$ cat src/rtl/core/utcp_pkg.sv
// Shared types and constants for the telemetry and command parser.
package utcp_pkg;

  localparam logic [7:0] CMD_PHASE_RESET  = 8'h77;
  localparam logic [7:0] CMD_FRAME_START  = 8'h99;
  localparam logic [7:0] CMD_FRAME_END    = 8'hCC;
  localparam logic [7:0] HDR_ANGLE        = 8'h80;
  localparam logic [7:0] HDR_CURRENT      = 8'h90;
  localparam logic [7:0] HDR_VOLTAGE      = 8'hA0;
  localparam logic [7:0] REPLY_PARAM_HI   = 8'h44;
  localparam logic [7:0] REPLY_PARAM_DONE = 8'h55;
  localparam logic [7:0] REPLY_ERROR      = 8'hFF;
  localparam logic [7:0] NIBBLE_MASK      = 8'h0F;

  localparam int unsigned NUM_PARAMS = 8;

  localparam logic [7:0] STORE_INIT [NUM_PARAMS] = '{
    8'd8, 8'd1, 8'd4, 8'd32, 8'd1, 8'd1, 8'd1, 8'd20
  };

  typedef enum logic [3:0] {
    PH_IDLE     = 4'd0,
    PH_ANG_HDR  = 4'd1,
    PH_ANG_N1   = 4'd2,
    PH_ANG_N2   = 4'd3,
    PH_ANG_N3   = 4'd4,
    PH_CUR_HDR  = 4'd5,
    PH_CUR_N1   = 4'd6,
    PH_CUR_N2   = 4'd7,
    PH_CUR_N3   = 4'd8,
    PH_CUR_SIGN = 4'd9,
    PH_VOL_HDR  = 4'd10,
    PH_VOL_N1   = 4'd11,
    PH_VOL_N2   = 4'd12,
    PH_VOL_N3   = 4'd13,
    PH_VOL_SIGN = 4'd14,
    PH_END      = 4'd15
  } frame_phase_e;

  typedef struct packed {
    logic [7:0] reply;
    logic       written;
    logic [2:0] idx;
    logic [7:0] val;
  } param_res_t;

  typedef struct packed {
    logic [7:0]  reply;
    logic        done;
    logic        param_clr;
    logic [15:0] angle;
    logic [15:0] current;
    logic        current_neg;
    logic [15:0] voltage;
    logic        voltage_neg;
  } frame_res_t;

endpackage

$ cat src/rtl/core/uart_telemetry_command_parser.sv
// Top level of the telemetry and command parser: input stage, units, result register.
// Each input byte passes through the input stage register and then the result register.
// Throughput: one byte per cycle; the input stage advances whenever the result register
// is empty or drains in the same cycle.
// Reset: phases return to idle, pending slots and telemetry values clear,
// and the parameter store loads its default values {8,1,4,32,1,1,1,20}.
module uart_telemetry_command_parser (
  input  logic        clk_i,
  input  logic        rst_ni,
  input  logic        in_valid_i,
  output logic        in_stall_o,
  input  logic [7:0]  rx_byte_i,
  output logic        out_valid_o,
  input  logic        out_stall_i,
  output logic [7:0]  reply_o,
  output logic        mode_bit_o,
  output logic        param_written_o,
  output logic [2:0]  param_index_o,
  output logic [7:0]  param_value_o,
  output logic        frame_complete_o,
  output logic [15:0] angle_o,
  output logic [15:0] current_o,
  output logic        current_sign_o,
  output logic [15:0] voltage_o,
  output logic        voltage_sign_o
);

  logic       s1_valid_q, s1_valid_d;
  logic [7:0] s1_byte_q;
  logic       s1_adv, s1_fire, in_xfer;
  logic       out_valid_q, out_valid_d;
  logic       param_en, frame_en;

  utcp_pkg::param_res_t param_res;
  utcp_pkg::frame_res_t frame_res;

  logic [7:0]  reply_q;
  logic        mode_bit_q;
  logic        written_q;
  logic [2:0]  idx_q;
  logic [7:0]  val_q;
  logic        done_q;
  logic [15:0] angle_q;
  logic [15:0] current_q;
  logic        cur_sign_q;
  logic [15:0] voltage_q;
  logic        vol_sign_q;

  assign s1_adv     = !out_valid_q || !out_stall_i;
  assign s1_fire    = s1_valid_q && s1_adv;
  assign in_stall_o = s1_valid_q && !s1_adv;
  assign in_xfer    = in_valid_i && !in_stall_o;
  assign param_en   = s1_fire && !s1_byte_q[7];
  assign frame_en   = s1_fire && s1_byte_q[7];

  always_comb begin
    s1_valid_d = s1_valid_q;
    if (in_xfer) begin
      s1_valid_d = 1'b1;
    end else if (s1_adv) begin
      s1_valid_d = 1'b0;
    end
    out_valid_d = out_valid_q;
    if (s1_fire) begin
      out_valid_d = 1'b1;
    end else if (!out_stall_i) begin
      out_valid_d = 1'b0;
    end
  end

  utcp_param u_param (
    .clk_i     (clk_i),
    .rst_ni    (rst_ni),
    .en_i      (param_en),
    .clr_i     (frame_res.param_clr),
    .rx_byte_i (s1_byte_q),
    .res_o     (param_res)
  );

  utcp_frame u_frame (
    .clk_i     (clk_i),
    .rst_ni    (rst_ni),
    .en_i      (frame_en),
    .rx_byte_i (s1_byte_q),
    .res_o     (frame_res)
  );

  always_ff @(posedge clk_i or negedge rst_ni) begin
    if (!rst_ni) begin
      s1_valid_q  <= 1'b0;
      out_valid_q <= 1'b0;
    end else begin
      s1_valid_q  <= s1_valid_d;
      out_valid_q <= out_valid_d;
    end
  end

  always_ff @(posedge clk_i) begin
    if (in_xfer) begin
      s1_byte_q <= rx_byte_i;
    end
    if (s1_fire) begin
      mode_bit_q <= s1_byte_q[7];
      if (s1_byte_q[7]) begin
        reply_q   <= frame_res.reply;
        written_q <= 1'b0;
        idx_q     <= 3'd0;
        val_q     <= 8'h00;
        done_q    <= frame_res.done;
      end else begin
        reply_q   <= param_res.reply;
        written_q <= param_res.written;
        idx_q     <= param_res.idx;
        val_q     <= param_res.val;
        done_q    <= 1'b0;
      end
      angle_q    <= frame_res.angle;
      current_q  <= frame_res.current;
      cur_sign_q <= ~frame_res.current_neg;
      voltage_q  <= frame_res.voltage;
      vol_sign_q <= ~frame_res.voltage_neg;
    end
  end

  assign out_valid_o      = out_valid_q;
  assign reply_o          = reply_q;
  assign mode_bit_o       = mode_bit_q;
  assign param_written_o  = written_q;
  assign param_index_o    = idx_q;
  assign param_value_o    = val_q;
  assign frame_complete_o = done_q;
  assign angle_o          = angle_q;
  assign current_o        = current_q;
  assign current_sign_o   = cur_sign_q;
  assign voltage_o        = voltage_q;
  assign voltage_sign_o   = vol_sign_q;

  a_stall_only_when_full: assert property (
    @(posedge clk_i) disable iff (!rst_ni)
    in_stall_o |-> (s1_valid_q && out_valid_q && out_stall_i)
  ) else $error("input stalled while result path could advance");

  a_written_is_param: assert property (
    @(posedge clk_i) disable iff (!rst_ni)
    (out_valid_o && param_written_o) |->
      (reply_o == utcp_pkg::REPLY_PARAM_DONE && !mode_bit_o)
  ) else $error("parameter commit without commit reply");

  a_done_is_frame: assert property (
    @(posedge clk_i) disable iff (!rst_ni)
    (out_valid_o && frame_complete_o) |->
      (reply_o == utcp_pkg::CMD_FRAME_END && mode_bit_o)
  ) else $error("frame end without terminator reply");

  a_frame_param_zero: assert property (
    @(posedge clk_i) disable iff (!rst_ni)
    (out_valid_o && mode_bit_o) |-> (param_index_o == 3'd0 && param_value_o == 8'h00)
  ) else $error("parameter fields set on a telemetry byte");

endmodule

$ cat src/rtl/core/utcp_param.sv
// Parameter command unit: two-phase nibble assembly into the parameter store.
module utcp_param (
  input  logic                  clk_i,
  input  logic                  rst_ni,
  input  logic                  en_i,
  input  logic                  clr_i,
  input  logic [7:0]            rx_byte_i,
  output utcp_pkg::param_res_t  res_o
);

  logic       phase_q, phase_d;
  logic [7:0] pending_q [utcp_pkg::NUM_PARAMS];
  logic [7:0] pending_d [utcp_pkg::NUM_PARAMS];
  logic [7:0] store_q [utcp_pkg::NUM_PARAMS];
  logic [7:0] store_d [utcp_pkg::NUM_PARAMS];
  logic [2:0] idx;
  logic [3:0] lo;
  logic [7:0] merged;

  assign idx    = rx_byte_i[6:4];
  assign lo     = rx_byte_i[3:0] & utcp_pkg::NIBBLE_MASK[3:0];
  assign merged = pending_q[idx] | {4'b0000, lo};

  always_comb begin
    phase_d       = phase_q;
    pending_d     = pending_q;
    store_d       = store_q;
    res_o.reply   = utcp_pkg::CMD_PHASE_RESET;
    res_o.written = 1'b0;
    if (rx_byte_i == utcp_pkg::CMD_PHASE_RESET) begin
      if (en_i) begin
        phase_d = 1'b0;
      end
    end else if (!phase_q) begin
      res_o.reply = utcp_pkg::REPLY_PARAM_HI;
      if (en_i) begin
        pending_d[idx] = {lo, 4'b0000};
        phase_d        = 1'b1;
      end
    end else begin
      res_o.reply   = utcp_pkg::REPLY_PARAM_DONE;
      res_o.written = 1'b1;
      if (en_i) begin
        store_d[idx]   = merged;
        pending_d[idx] = 8'h00;
        phase_d        = 1'b0;
      end
    end
    if (clr_i) begin
      phase_d = 1'b0;
    end
    res_o.idx = idx;
    res_o.val = store_d[idx];
  end

  always_ff @(posedge clk_i or negedge rst_ni) begin
    if (!rst_ni) begin
      phase_q   <= 1'b0;
      pending_q <= '{default: '0};
      store_q   <= utcp_pkg::STORE_INIT;
    end else begin
      phase_q   <= phase_d;
      pending_q <= pending_d;
      store_q   <= store_d;
    end
  end

endmodule

$ cat src/rtl/core/utcp_frame.sv
// Telemetry frame unit: 16-phase sequencer assembling angle, current and voltage, with current and voltage signs.
module utcp_frame (
  input  logic                  clk_i,
  input  logic                  rst_ni,
  input  logic                  en_i,
  input  logic [7:0]            rx_byte_i,
  output utcp_pkg::frame_res_t  res_o
);

  utcp_pkg::frame_phase_e phase_q, phase_d, phase_inc;
  logic [15:0] asm_q, asm_d;
  logic [15:0] angle_q, angle_d;
  logic [15:0] current_q, current_d;
  logic [15:0] voltage_q, voltage_d;
  logic        cur_neg_q, cur_neg_d;
  logic        vol_neg_q, vol_neg_d;
  logic [3:0]  lo;
  logic        sign_ok;

  assign lo        = rx_byte_i[3:0];
  assign sign_ok   = (lo[3:1] == 3'b000);
  assign phase_inc = utcp_pkg::frame_phase_e'(phase_q + 4'd1);

  always_comb begin
    phase_d         = phase_q;
    asm_d           = asm_q;
    angle_d         = angle_q;
    current_d       = current_q;
    voltage_d       = voltage_q;
    cur_neg_d       = cur_neg_q;
    vol_neg_d       = vol_neg_q;
    res_o.reply     = utcp_pkg::REPLY_ERROR;
    res_o.done      = 1'b0;
    res_o.param_clr = 1'b0;
    case (phase_q)
      utcp_pkg::PH_IDLE: begin
        res_o.param_clr = en_i;
        if (rx_byte_i == utcp_pkg::CMD_FRAME_START) begin
          res_o.reply = utcp_pkg::CMD_FRAME_START;
          phase_d     = utcp_pkg::PH_ANG_HDR;
        end
      end
      utcp_pkg::PH_ANG_HDR: begin
        if (rx_byte_i[7:4] == utcp_pkg::HDR_ANGLE[7:4]) begin
          res_o.reply = utcp_pkg::HDR_ANGLE;
          asm_d       = {lo, 12'h000};
          phase_d     = phase_inc;
        end
      end
      utcp_pkg::PH_CUR_HDR: begin
        if (rx_byte_i[7:4] == utcp_pkg::HDR_CURRENT[7:4]) begin
          res_o.reply = utcp_pkg::HDR_CURRENT;
          asm_d       = {lo, 12'h000};
          phase_d     = phase_inc;
        end
      end
      utcp_pkg::PH_VOL_HDR: begin
        if (rx_byte_i[7:4] == utcp_pkg::HDR_VOLTAGE[7:4]) begin
          res_o.reply = utcp_pkg::HDR_VOLTAGE;
          asm_d       = {lo, 12'h000};
          phase_d     = phase_inc;
        end
      end
      utcp_pkg::PH_ANG_N1: begin
        res_o.reply = utcp_pkg::HDR_ANGLE;
        asm_d       = asm_q | {4'h0, lo, 8'h00};
        phase_d     = phase_inc;
      end
      utcp_pkg::PH_ANG_N2: begin
        res_o.reply = utcp_pkg::HDR_ANGLE;
        asm_d       = asm_q | {8'h00, lo, 4'h0};
        phase_d     = phase_inc;
      end
      utcp_pkg::PH_ANG_N3: begin
        res_o.reply = utcp_pkg::HDR_ANGLE;
        angle_d     = asm_q | {12'h000, lo};
        asm_d       = 16'h0000;
        phase_d     = phase_inc;
      end
      utcp_pkg::PH_CUR_N1: begin
        res_o.reply = utcp_pkg::HDR_CURRENT;
        asm_d       = asm_q | {4'h0, lo, 8'h00};
        phase_d     = phase_inc;
      end
      utcp_pkg::PH_CUR_N2: begin
        res_o.reply = utcp_pkg::HDR_CURRENT;
        asm_d       = asm_q | {8'h00, lo, 4'h0};
        phase_d     = phase_inc;
      end
      utcp_pkg::PH_CUR_N3: begin
        res_o.reply = utcp_pkg::HDR_CURRENT;
        current_d   = asm_q | {12'h000, lo};
        asm_d       = 16'h0000;
        phase_d     = phase_inc;
      end
      utcp_pkg::PH_VOL_N1: begin
        res_o.reply = utcp_pkg::HDR_VOLTAGE;
        asm_d       = asm_q | {4'h0, lo, 8'h00};
        phase_d     = phase_inc;
      end
      utcp_pkg::PH_VOL_N2: begin
        res_o.reply = utcp_pkg::HDR_VOLTAGE;
        asm_d       = asm_q | {8'h00, lo, 4'h0};
        phase_d     = phase_inc;
      end
      utcp_pkg::PH_VOL_N3: begin
        res_o.reply = utcp_pkg::HDR_VOLTAGE;
        voltage_d   = asm_q | {12'h000, lo};
        asm_d       = 16'h0000;
        phase_d     = phase_inc;
      end
      utcp_pkg::PH_CUR_SIGN: begin
        if (sign_ok) begin
          res_o.reply = utcp_pkg::HDR_CURRENT;
          cur_neg_d   = ~lo[0];
          phase_d     = phase_inc;
        end
      end
      utcp_pkg::PH_VOL_SIGN: begin
        if (sign_ok) begin
          res_o.reply = utcp_pkg::HDR_VOLTAGE;
          vol_neg_d   = ~lo[0];
          phase_d     = phase_inc;
        end
      end
      utcp_pkg::PH_END: begin
        if (rx_byte_i == utcp_pkg::CMD_FRAME_END) begin
          res_o.reply = utcp_pkg::CMD_FRAME_END;
          res_o.done  = 1'b1;
          phase_d     = utcp_pkg::PH_IDLE;
        end
      end
      default: begin
        phase_d = utcp_pkg::PH_IDLE;
      end
    endcase
    res_o.angle       = en_i ? angle_d : angle_q;
    res_o.current     = en_i ? current_d : current_q;
    res_o.voltage     = en_i ? voltage_d : voltage_q;
    res_o.current_neg = en_i ? cur_neg_d : cur_neg_q;
    res_o.voltage_neg = en_i ? vol_neg_d : vol_neg_q;
  end

  always_ff @(posedge clk_i or negedge rst_ni) begin
    if (!rst_ni) begin
      phase_q   <= utcp_pkg::PH_IDLE;
      asm_q     <= 16'h0000;
      angle_q   <= 16'h0000;
      current_q <= 16'h0000;
      voltage_q <= 16'h0000;
      cur_neg_q <= 1'b0;
      vol_neg_q <= 1'b0;
    end else if (en_i) begin
      phase_q   <= phase_d;
      asm_q     <= asm_d;
      angle_q   <= angle_d;
      current_q <= current_d;
      voltage_q <= voltage_d;
      cur_neg_q <= cur_neg_d;
      vol_neg_q <= vol_neg_d;
    end
  end

endmodule

$ cat config.mk
export PLATFORM = sky130hd
export DESIGN_NAME = uart_telemetry_command_parser
export DESIGN_NICKNAME = d
export VERILOG_FILES = /design/src/rtl/core/utcp_pkg.sv /design/src/rtl/core/uart_telemetry_command_parser.sv /design/src/rtl/core/utcp_param.sv /design/src/rtl/core/utcp_frame.sv
export SDC_FILE = /design/constraint.sdc
export NUM_CORES = 1
export LEC_CHECK = 0
export ABC_AREA = 1
export BUFFER_PORTS_ARGS = -buffer_cell sky130_fd_sc_hd__buf_4
export CORE_ASPECT_RATIO = 1.4
export CORE_MARGIN = 5
export CORE_UTILIZATION = 40
export DETAILED_ROUTE_END_ITERATION = 7
export GPL_TIMING_DRIVEN = 0
export PLACE_DENSITY = 0.61
export SYNTH_ARGS = -nofsm -noshare
export SYNTH_HDL_FRONTEND = slang
export SYNTH_SLANG_ARGS = --single-unit
$ cat constraint.sdc
create_clock -name clk_i -period 8.96 [get_ports clk_i]
set_input_delay 0.896 -clock clk_i [delete_from_list [all_inputs] [get_ports clk_i]]
set_output_delay 0.896 -clock clk_i [all_outputs]
set_load 0.02 [all_outputs]
[Word level (Yosys, flattened, before mapping)]
Index checks and enable logic that the tools add are counted.
Storage, ports and cells
  register bits: 281
  bits of input ports: 12
  output and inout bits: 74
  word-level logic and storage cells: 172
Operators by class
  add/subtract/negate cells: 1
  $lt $le $gt $ge: 2
  equality and inequality tests: 29
  muxes and demuxes: 62
  bitwise gates (word level): 11
  reductions and logical operators: 29
Operators with widths (number)
  2-to-1 mux 64 bit: 6
  2-to-1 mux 16 bit: 9
  bitwise mux 64 bit: 2
  one-hot mux 16 bit (6 select lines): 1
  one-hot mux 8 bit (10 select lines): 1
  bitwise AND 64 bit: 1
  inverter 64 bit: 1
  2-to-1 mux 7 bit: 8
  binary-select mux 8 bit (select 3 bit): 2
  2-to-1 mux 8 bit: 6
  equality test 4 bit, second input constant: 11
  one-hot mux 4 bit (7 select lines): 1
  demux 8 bit (select 3 bit): 1
  2-to-1 mux 4 bit: 6
  2-to-1 mux 1 bit: 18
  OR reduction 3 bit: 6
  equality test 4 x 3 -> 1 bit, second input constant: 4
  equality test 8 bit, second input constant: 2
  bitwise OR 16 x 12 -> 16 bit: 1
  bitwise OR 16 x 4 -> 16 bit: 1
  bitwise OR 16 x 8 -> 16 bit: 1
  != test 2 x 1 -> 1 bit, second input constant: 7
  OR reduction 9 bit: 1
  equality test 4 x 2 -> 1 bit, second input constant: 2
  21 further kinds: 35

[Logic depth before layout (Yosys ltp)]
  word-level depth: 12
  gate-level depth with buffers: 15
  depth with buffers taken out: 14

[Modules after synthesis]
From an unflattened synthesis, not the netlist that was laid out.
Second synthesis, totals
  cells, all modules: 1456
  area, all modules: 12794.8 µm²
Modules (own cells, without submodules)
  utcp_param: instances 1, cells each 917, area an instance 6896.6 µm², seq. area each 3239.4 µm²
  utcp_frame: instances 1, cells each 390, area an instance 3181.8 µm², seq. area each 1651.6 µm²
  uart_telemetry_command_parser: instances 1, cells each 149, area an instance 2716.4 µm², seq. area each 2452.4 µm²

[Least setup slack after synthesis]
OpenSTA, ideal clock, no wires.
  kind: input to register
  from: input out_stall_i
  to: register val_q[1], in the netlist param_value_o[1], data pin
  data arrival time: 3.647 ns
  data required time: 8.704 ns
  slack: 5.057 ns
  stages: 10
  cells stage by stage: nand2_1 nand2_1 inv_1 nand4_4 nor2_2 nand3_1 nand3_1 nand2_1 o21ai_0 nand2_1
On the way
  word-level cells in the longest chain between the ends: 10
RTL lines
  from (decl): RTL line uart_telemetry_command_parser.sv:14  | input logic out_stall_i,
  logical NOT 1 bit
  logical OR 1 bit: RTL line uart_telemetry_command_parser.sv:49  | assign s1_adv = !out_valid_q || !out_stall_i;
  logical AND 1 bit: RTL line uart_telemetry_command_parser.sv:50  | assign s1_fire = s1_valid_q && s1_adv;
  logical AND 1 bit: RTL line uart_telemetry_command_parser.sv:53  | assign param_en = s1_fire && !s1_byte_q[7];
  2-to-1 mux 64 bit: RTL line utcp_param.sv:43  | if (en_i) begin
  2-to-1 mux 64 bit: RTL line utcp_param.sv:34  | end else if (!phase_q) begin
  2-to-1 mux 64 bit: RTL line utcp_param.sv:30  | if (rx_byte_i == utcp_pkg::CMD_PHASE_RESET) begin
  binary-select mux 8 bit (select 3 bit): RTL line utcp_param.sv:53  | res_o.val = store_d[idx];
  2-to-1 mux 8 bit (implied by the code) (2 in a row): RTL line utcp_param.sv:53
  to (signal assigned): RTL line uart_telemetry_command_parser.sv:114  | val_q <= param_res.val;
  to (decl): RTL line uart_telemetry_command_parser.sv:41  | logic [7:0] val_q;
Every way passes these cells. The select of a mux whose other input is x is not followed.
A chain may end at the register's enable or synchronous reset.

[Final worst setup path]
Same ends and word-level chain as after synthesis.

==> reports/results.txt <==
The worst pin sits at a relative slew slack of 37.0%. Total clock buffers created by CTS: 27. After layout, the minimum clock period comes to 3.21 ns. The die is 217 um tall. The final-stage net count is 1443.

The flow ran to the end, and the final reports show no timing, DRC or antenna violations. The minimum setup slack in the final design was 5.75 ns. The critical-path maximum fanout works out to 72. The total area inside the core boundary comes to 30000 sq um.

At the worst endpoint, the arrival time is 3.49 ns. The signed area change from the synthesized netlist to the final layout was 17.8%. The total detailed-routing wirelength was 30600 um. The global router's overall resource usage is 18.1%, and the number of warnings printed during yosys synthesis is 0.

Dividing the detail-routed via count by the number of cells gives 4.90. The hold buffer count at cts came out at 0. The number of different library cells in the post-synthesis netlist came out at 47. The synthesized netlist occupies a cell area of 12200 sq um.

Setup repair after global routing left no endpoint under its margin. The maximum operating frequency came out at 311 MHz. The tools report the final routed DRC violation total as 0.

No sink is reached through more buffers than the 3 on the longest clock path. Counting every instance in the synthesized netlist gives 1311. The analysis attributes to cell leakage a power of 7.03 nW. The proportion of synthesized chip area in sequential cells is 59.9%. After clock tree synthesis, the setup repair step added 0 buffers. Detailed routing inserted a total of 8980 vias. The die is 158 um wide.

The clock net sink count was 276; the maximum number of pins on one net before global-route repair was 87. The wire length of the first global-routing pass was 49200 um; the number of input and output port buffers inserted was 85. The setup slack after placement is 5.12 ns, and the total iterations of the first detailed-routing run is 5. The number of max-slew violations in the final report was 0; the top-level I/O count was 86. TritonCTS built the clock tree. The path class of the tightest hold or removal check is in -> async.

The power density over the cells was 298 nW/um^2. Summing all multi-input logic gate instances after layout gives 4030 sq um. The total overflow left after global routing is 0. The tools report the count of endpoints failing hold in the final timing report as 0. The worst-case clock skew came out at 0.0185 ns.

Max-cap violations in this run came to 0. The synthesized design contains 276 register bits. After routing, the total negative slack on setup checks comes to 0 ns. The number of rows created at floorplan was 75; the number of inserted diodes was 0. Clock-pin slew was measured on the worst setup and hold paths at 0.07 ns. The die covers 34200 sq um. Routability-driven placement finished with a final weighted congestion of 0.855. The initial antenna violation count was 0. The critical path launch point type is a primary input.

At the pin with the least slew margin, the transition time is 0.945 ns. For this run, the leading register cell type out of synthesis is dfrtp_1. The via count of the first global-routing pass is 8983, and the post-cts resize count is 0.

Synthesized net count: 1327. The worst-case IR drop observed on VDD is 0.121 mV. The detailed router finished its first iteration with 553 violations. The required time of the critical path was 9.24 ns. For the worst-skew pair, the clock arrives at the later sink with an insertion delay of 0.55 ns. Share of layout cells above drive strength 1: 15.8%. After synthesis, the share of flip-flops with an asynchronous set or reset is 71.4%. In this run the remaining antenna-violating nets after routing total 0. Once the floorplan was initialized, standard cells occupied 40.7% of the core.

Number of enable-type register cells in the synthesized netlist: 79. The tools report the root buffer cell as clkbuf_16. STA classifies the critical path endpoint as a flip-flop. The number of levels the H-tree was split into was 1.

Detailed placement finished with a half-perimeter wire length of 21900 um. The register area was 7310 sq um. Dividing the detail-routed wire length by the instance count gives 16.7 um.

In the finished design, the share of the clock period the worst path needs comes to 35.9%. In this run the mean area of a mapped cell was 9.32 sq um. The worst setup path is of the in -> reg kind. The tools report the count of final setup violators as 0. The filler cell count in the final layout was 2790.
## cell usage in the layout (no fill, tap or decap), types with 27 or more instances in the layout
master,n
a21oi_1,50
and2_1,59
buf_4,89
clkbuf_16,27
dfrtp_1,188
edfxtp_1,79
inv_1,158
nand2_1,359
nand3_1,126
nor2_1,85
o21ai_0,53
## per-stage QoR
| step | std cells | power, mW | area, sq um | util, % | hold slack, ns |
|---|---|---|---|---|---|
| floorplan | 1311 | 2.65 | 12200 | - | 0.436 |
| global placement | 1781 | 3.00 | 13300 | 44.4 | 0.448 |
| detailed placement | 1783 | 3.04 | 13400 | 44.6 | 0.452 |
| CTS | 1831 | 4.32 | 14400 | 47.9 | 0.211 |
| global route | 1831 | 4.54 | 14400 | 47.9 | 0.226 |
| finish | 1831 | 4.29 | 14400 | 47.9 | 0.213 |
## metal layers
layer  vias up  part of all wire, %  global-route usage [%]
met1      4266                   40                    22.5
met4         0                  3.5                    6.89
met2       240                   51                    32.2
met5         -                    0                       0
li1       4416                    -                       -
met3        58                  5.3                    2.15
## worst max-delay path, cell delays in order
cell and delay [ns]:
buf_4 0.10, nand2_1 0.09, nand2_1 0.20, inv_4 0.69, nand4_4 0.29, nor2_2 0.41, nand3_1 0.15, nand3_1 0.11
nand2_1 0.05, o21ai_0 0.29, nand2_1 0.13
## synthesized netlist by cell type (5+ instances only)
library cell  count  share of area, %
o21ai_1          16              0.66
edfxtp_1         79                19
o21ai_0          53               2.2
buf_4             5              0.31
nor2_2            8              0.41
a21oi_1          50               2.0
nand4_1          10              0.51
nand3_1         126               5.2
inv_2            14              0.43
dfrtp_1         188                39
nand2_1         359                11
inv_1           159               4.9
buf_2            12              0.49
nor2_4            6              0.55
nand2_2           8              0.41
nand3_4           6              0.86
nor2_1           85               2.6
clkbuf_1          5              0.15
and2_1           59               3.0
buf_1             5              0.15
dfstp_2           9               1.9
## report_power, final
| part | internal, mW | total (mW) | switching [mW] |
|---|---|---|---|
| logic | 0.405 | 1.16 | 0.757 |
| clock network | 0.791 | 1.28 | 0.486 |
| registers | 1.72 | 1.85 | 0.131 |
| total | 2.92 | 4.29 | 1.37 |
## registers in the layout, summed over array words and instances (netlist names), 4 cells and up
register	cells
u_param.pending_q	64
u_frame.angle_q	16
u_frame.current_q	16
angle_o	16
u_param.store_q	64
s1_byte_q	8
u_frame.asm_q	12
u_frame.phase_q	4
reply_o	7
param_value_o	8
u_frame.voltage_q	16
current_o	16
voltage_o	16
## logic make-up after synthesis
kind of cell / Yosys count / synth area share, %
compound gates: 131 / 5.66
xor+xnor: 2 / 0.143
fa+ha+maj: 4 / 0.410
buf+inv: 209 / 7.16
flops: 276 / 59.9
mux: 3 / 0.277
simple gates: 686 / 26.5
## area by class of cell
cell class / count / share of cell area, %
inverter: 177 / 4.70
tap: 385 / 3.35
sequential: 276 / 50.8
timing repair buffer: 87 / 4.87
clock buffer: 31 / 4.87
buffer: 32 / 1.39
clock inverter: 17 / 2.04
multi-input combinational: 826 / 28.0
## final timing paths
kind / from / end / slack, ns / depth (start not counted)
max: out_stall_i / param_value_o[1] / 5.75 / 11
min: rst_ni / u_param.pending_q[11] / 0.21 / 1
max reg2reg: out_valid_o / param_value_o[1] / 5.83 / 10
min reg2reg: u_param.pending_q[3] / u_param.pending_q[3] / 0.47 / 2
max in group asynchronous: rst_ni / u_param.store_q[24] / 7.60 / 3
min in group clk_i: u_param.pending_q[3] / u_param.pending_q[3] / 0.47 / 2
(Power assumes the default switching activity.)
